## config.mk

```make
export PLATFORM = sky130hd
export DESIGN_NAME = bfra_cell
export DESIGN_NICKNAME = d
export VERILOG_FILES = /design/src/rtl/bfra_pkg.sv /design/src/rtl/bfra_cell.sv
export SDC_FILE = /design/constraint.sdc
export NUM_CORES = 1
export LEC_CHECK = 0
export ABC_AREA = 1
export BUFFER_PORTS_ARGS = -buffer_cell sky130_fd_sc_hd__buf_2
export CAP_MARGIN = 15
export CORE_AREA = 2 2 254 256
export DETAILED_ROUTE_END_ITERATION = 8
export DIE_AREA = 0 0 256 258
export GPL_TIMING_DRIVEN = 1
export HOLD_SLACK_MARGIN = 0.15
export PLACE_DENSITY = 0.41
export SETUP_SLACK_MARGIN = 0.3
export SYNTH_ARGS = -nofsm -noshare
export SYNTH_HDL_FRONTEND = slang
export SYNTH_SLANG_ARGS = --single-unit
```

## constraint.sdc

```tcl
create_clock -name clock -period 2.39 [get_ports clock]
set_clock_uncertainty 0.15 [all_clocks]
set_input_delay 0.3585 -clock clock [delete_from_list [all_inputs] [get_ports clock]]
set_output_delay 0.3585 -clock clock [all_outputs]
set_load 0.05 [all_outputs]
```

## src/rtl/bfra_pkg.sv

```systemverilog
// Shared types and constants for the best-fit range allocator.
package bfra_pkg;

   // Field widths fixed by the request and response formats.
   localparam int OFF_W = 27;
   localparam int LEN_W = 28;

   // Operation codes.
   localparam logic OP_ALLOC = 1'b0;
   localparam logic OP_FREE  = 1'b1;

   // Status codes.
   localparam logic [1:0] STAT_OK     = 2'd0;
   localparam logic [1:0] STAT_NO_FIT = 2'd1;
   localparam logic [1:0] STAT_FULL   = 2'd2;

   typedef struct packed {
      logic             op;
      logic [LEN_W-1:0] req_size;
      logic [OFF_W-1:0] req_offset;
   } req_type;

   typedef struct packed {
      logic [OFF_W-1:0] alloc_offset;
      logic [1:0]       status;
      logic             pool_idle;
   } rsp_type;

   // One free range as held by a cell.
   typedef struct packed {
      logic [OFF_W-1:0] start;
      logic [LEN_W-1:0] length;
   } entry_type;

   // Search token that walks down the chain, one cell per cycle.
   typedef struct packed {
      logic             best_found;
      logic [OFF_W-1:0] best_start;
      logic [LEN_W-1:0] best_len;
      logic             has_prev;
      logic [OFF_W-1:0] prev_start;
      logic [LEN_W-1:0] prev_end;
      logic             stopped;
      logic [OFF_W-1:0] nxt_start;
      logic [LEN_W-1:0] nxt_end;
   } token_type;

   // Table update issued to every cell at once.
   typedef enum logic [1:0] {
      CMD_HOLD,
      CMD_WRITE,
      CMD_INSERT,
      CMD_DELETE
   } cmd_kind_type;

   typedef enum logic [2:0] {
      ST_IDLE,
      ST_SCAN,
      ST_MERGE,
      ST_FINISH,
      ST_RESP
   } state_type;

endpackage

```

## src/rtl/bfra_cell.sv

```systemverilog
// One slot of the free-range table with its stage of the search token chain.
module bfra_cell
   import bfra_pkg::*;
#(
   parameter int INDEX           = 0,
   parameter int MAX_FREE_RANGES = 64,
   parameter int POOL_SIZE       = 134217728,
   parameter int CNT_W           = $clog2(MAX_FREE_RANGES + 1),
   parameter int IDX_W           = $clog2(MAX_FREE_RANGES)
) (
   input  logic             clock,
   input  logic             reset,
   input  logic [CNT_W-1:0] count,
   input  logic [LEN_W-1:0] size,
   input  logic [OFF_W-1:0] offset,
   input  token_type        tok_in,
   input  logic [IDX_W-1:0] best_idx_in,
   input  logic [CNT_W-1:0] pos_in,
   output token_type        tok_out,
   output logic [IDX_W-1:0] best_idx_out,
   output logic [CNT_W-1:0] pos_out,
   input  entry_type        left_entry,
   input  entry_type        right_entry,
   input  cmd_kind_type     cmd_kind,
   input  logic [IDX_W-1:0] cmd_pos,
   input  entry_type        cmd_entry,
   output entry_type        entry
);

   localparam logic [IDX_W-1:0] MY_IDX = IDX_W'(INDEX);
   localparam logic [CNT_W-1:0] MY_CNT = CNT_W'(INDEX);

   entry_type        entry_ff, entry_in;
   token_type        tok_ff, tok_in_next;
   logic [IDX_W-1:0] best_idx_ff, best_idx_in_next;
   logic [CNT_W-1:0] pos_ff, pos_in_next;
   logic             slot_valid;
   logic [LEN_W-1:0] entry_end;

   assign slot_valid = MY_CNT < count;
   assign entry_end  = LEN_W'({1'b0, entry_ff.start}) + entry_ff.length;

   // Table update: shifts take data from a neighbor, writes from the command.
   always_comb begin
      entry_in = entry_ff;
      unique case (cmd_kind)
         CMD_HOLD: begin
            entry_in = entry_ff;
         end
         CMD_WRITE: begin
            if (MY_IDX == cmd_pos) entry_in = cmd_entry;
         end
         CMD_INSERT: begin
            if (MY_IDX > cmd_pos) entry_in = left_entry;
            else if (MY_IDX == cmd_pos) entry_in = cmd_entry;
         end
         CMD_DELETE: begin
            if (MY_IDX >= cmd_pos) entry_in = right_entry;
         end
         default: entry_in = entry_ff;
      endcase
   end

   // Token stage: best-fit candidate and the insertion point for a free.
   always_comb begin
      tok_in_next      = tok_in;
      best_idx_in_next = best_idx_in;
      pos_in_next      = pos_in;
      if (slot_valid) begin
         if (entry_ff.length >= size &&
             (!tok_in.best_found || entry_ff.length < tok_in.best_len)) begin
            tok_in_next.best_found = 1'b1;
            tok_in_next.best_start = entry_ff.start;
            tok_in_next.best_len   = entry_ff.length;
            best_idx_in_next       = MY_IDX;
         end
         if (!tok_in.stopped) begin
            if (entry_ff.start <= offset) begin
               tok_in_next.has_prev   = 1'b1;
               tok_in_next.prev_start = entry_ff.start;
               tok_in_next.prev_end   = entry_end;
               pos_in_next            = MY_CNT + 1'b1;
            end else begin
               tok_in_next.stopped   = 1'b1;
               tok_in_next.nxt_start = entry_ff.start;
               tok_in_next.nxt_end   = entry_end;
            end
         end
      end
   end

   // Slot zero holds the whole pool after reset; other slots are unwritten.
   always_ff @(posedge clock) begin
      if (reset && INDEX == 0) begin
         entry_ff.start  <= '0;
         entry_ff.length <= LEN_W'(POOL_SIZE);
      end else begin
         entry_ff <= entry_in;
      end
      tok_ff      <= tok_in_next;
      best_idx_ff <= best_idx_in_next;
      pos_ff      <= pos_in_next;
   end

   assign entry        = entry_ff;
   assign tok_out      = tok_ff;
   assign best_idx_out = best_idx_ff;
   assign pos_out      = pos_ff;

endmodule

```

==> metrics.md <==
| Metric | Value |
|---|---|
| # rows | 93 |
| Critical Path Source Type | flop |
| VDD IR max | approximately 430 uV |
| Level count of the clock H-tree | 1 |
| Met2 Use GR | a little over a third |
| CTS root buf | clkbuf_16 |
| Total CTS buffers | 29 |
| Compound-Gate Fraction of Synth Area | around an eighth |
| Synth Area in XOR/XNOR | 0.9729% |
| Core Area | around 64000 sq um |
| Tcrit/Tclk final | between 90 and 100% |
| Area of the multi-input gates | ~8000 sq um |
| Met3 usage | around 3.3% |
| First-pass GRT wire length | a little over 100000 um |
| Fmax | 420.0 MHz |
| DRT iter0 DRCs | around 1100 |
| Synth Area in Adders | about 11% |
| Largest family of logic cells by synthesized area | simple AND/OR/NAND/NOR gates |
| Antenna violations before repair | 16 |
| Hold crit path type | input port to flop |
| Die Wd | between 200 and 300 um |
| Final nets | around 3400 |
| # IOs | approximately 650 |
| Non-Filler Instances | between 3000 and 4000 |
| Area growth from synthesis to layout | 92.86% |
| Die Y | 258 um |
| Multiplexer share of the synthesized area | 0% |
| Relative slew margins | between 60 and 70% |
| Dominant cells by area after synthesis | dfxtp_1 (37%), nand2_1 (20%), ha_1 (11%) |
| Initial Util | roughly a fifth |
| HPWL after detailed placement | around 54000 um |
| Pwr dens | around 480 nW/um^2 |
| Number of vias per cell | about 4.4 |
| Critical Path RT | about 2.8 ns |
| PnR worst setup slack | 0.009055 ns |
| Comb power frac | between 20% and 30% |
| Sw Ratio | about a third |
| Fillers | 6605 |
| Drt pass-1 iters | 6 |
| # setup viols final | 0 |
| Worst path arrival time | between 2 and 3 ns |
| Worst-Skew Late Latency | roughly 0.60 ns |
| Clock network power share | 39.7% |
| Minimum clock period | 2.381 ns |
| Leakage | between 0.01 and 0.015 uW |
| Final hold vios | 0 |
| Vias | around 16000 |
| Synth area leader | dfxtp_1 |
| Synth Instances | 1828 |
| Core Util, Final | 38.19% |
| Post-synthesis cell type count | 40 |
| Worst hold slack | between 0.15 and 0.2 ns |
| Post-Route WL | around 77000 um |
| Synth Net Count | 2356 |
| NetSw | 3797 uW |
| Area share of the largest cell type after synthesis | a little under two fifths |
| Most frequent cells in the layout | buf_2 (598), nand2_1 (491), dlygate4sd3_1 (292), inv_1 (187), dfxtp_1 (181) |
| RSZ-0062 raised after global routing | true |
| GP Congestion | about 0.84 |
| Worst-path clk slew | 0.07 ns |
| Grt total ovfl | 0 |
| Detailed-route wire length per cell | approximately 20 um |
| Pin count of the biggest net entering global routing | 57 |
| Place WS | -0.1575 ns |
| Post-Place Cells | ~3300 |
| Storage cell area | approximately 4900 sq um |
| Max-cap viol count | 0 |
| Cell Int Power | 7963 uW |
| Worst-margin pin slew | between 0.5 and 0.6 ns |
| Most common cell after layout, fill and taps aside | buf_2 |
| I/O Buffers | about 600 |
| Slew Viols, Final | 0 |
| CP max FO | 8 |
| Gr usage total | between 20% and 30% |
| Register bit total from synthesis | around 240 |
| Syn. warnings | 0 |
| Status | completed |
| Die Area | between 60000 and 70000 sq um |
| Vias in the first global route | between 15000 and 20000 |
| Grt met1 use | about a quarter |
| Layout cell share with drive strength beyond 1 | 41.80% |
| Drt drc | 0 |
| Seq/Total Area, Yosys | 37.49% |
| Synth Cell Area | 12600 sq um |
| Kind of critical path | flop to flop |
| Sequential share of power | around 36% |
| Clock sinks | roughly 240 |
| Antenna-violating nets left | 0 |
| CP Capture Type | flop |
| TritonCTS clock tree | done |
| Post-Synth Simple-Gate Area | ~29% |
| Clock Path Buffers | 3 |
| GRT busiest layer | met2 |
| Mean Syn Cell Area | 6.895 sq um |
| Total chip power | between 10000 and 15000 uW |
==> path summary, 6_finish.rpt <==
check / from / end / slack (ns) / cells after the start
setup reg to reg: entry[42]$_SDFFE_PP0P_ / tok_out[72]$_DFF_P_ / 0.009 / 13
hold / removal: cmd_kind[1] / entry[27]$_SDFFE_PP1P_ / 0.18 / 5
hold reg to reg: entry[0]$_SDFFE_PP0P_ / tok_out[112]$_DFF_P_ / 0.40 / 2
setup / recovery: entry[42]$_SDFFE_PP0P_ / tok_out[72]$_DFF_P_ / 0.009 / 13
==> cells in the mapped netlist <==
cell,instances
or2_2,1
buf_1,9
nand3b_1,4
clkbuf_2,1
o22ai_1,1
nand3_1,44
clkbuf_1,33
nor3_2,1
dfxtp_1,236
buf_4,4
o2111ai_1,1
or2_1,1
nand4_2,1
nand4_1,75
inv_1,198
and2_1,1
fa_1,1
nor2_1,69
nor3b_1,1
nor2_2,2
o21bai_1,5
o21ai_0,118
nor3_1,7
a21boi_0,1
a21oi_4,1
buf_2,22
and3_1,1
nand2_2,2
xor2_1,7
nand2_1,675
nand3_2,2
nand2_4,1
o21a_1,6
buf_6,8
o21ai_1,7
inv_2,4
a21o_1,4
ha_1,109
xnor2_1,7
a21oi_1,157
==> cell type report <==
class                      instances  share of cell area [%]
tap                              855                   4.401
clock inverter                    12                  0.5714
sequential                       236                   20.20
clock buffer                      41                   3.511
multi-input combinational       1313                   33.28
timing repair buffer            1093                   34.69
antenna                           11                  0.1132
inverter                         202                   3.227
==> timing repair <==
| action | in CTS | in global routing |
|---|---|---|
| gates resized for setup | 61 | 355 |
| endpoints found under the setup margin | 189 | 221 |
| hold endpoints to repair | 236 | 1 |
| hold buffers | 291 | 1 |
| buffers inserted | 12 | 26 |
| gates cloned | 7 | 27 |
| pin swaps | 10 | 71 |
==> kinds of logic after synthesis <==
logic type | after synthesis
AND/OR/NAND/NOR | 888
AO/OA/AOI/OAI | 301
buffers and inverters | 279
flip-flops | 236
adder cells (fa/ha/maj) | 110
XOR/XNOR | 14
==> power by group through the flow <==
stage                     sequential, uW  combinational [uW]  clock (uW)
final                               4180                2920        4660
after floorplan                     5020                 517           0
after CTS                           4190                2540        4760
after global routing                4200                3070        4900
after global placement              4280                2090           0
after detailed placement            4280                2100           0
==> per-stage QoR <==
stage	TNS (ns)	area (sq um)
after detailed placement	-15.63	17710
after global routing	-4.979	24310
after global placement	-15.83	17710
after floorplan	0	12790
after CTS	0	22130
final	0	24310
==> per-layer routing <==
metal,routed length [um],vias up
met4,2118,6
met3,4345,116
met5,30,-
met1,32920,7718
li1,-,8031
met2,37370,614
==> registers in the layout, indices dropped and copies added (netlist names) <==
signal        cells
tok_out         168
best_idx_out      6
entry            55
pos_out           7
==> worst max-delay path, cell delays in order, from the launching register on <==
cell and delay [ns]:
dfxtp_4 0.34, ha_1 0.28, buf_4 0.14, a21oi_2 0.10, o21a_2 0.20, nor2_2 0.06
nor2_2 0.12, nand2_4 0.08, buf_4 0.15, a21oi_4 0.21, buf_12 0.18, clkbuf_16 0.18
nand2_1 0.06, nand2_1 0.07
(Power assumes the default switching activity.)
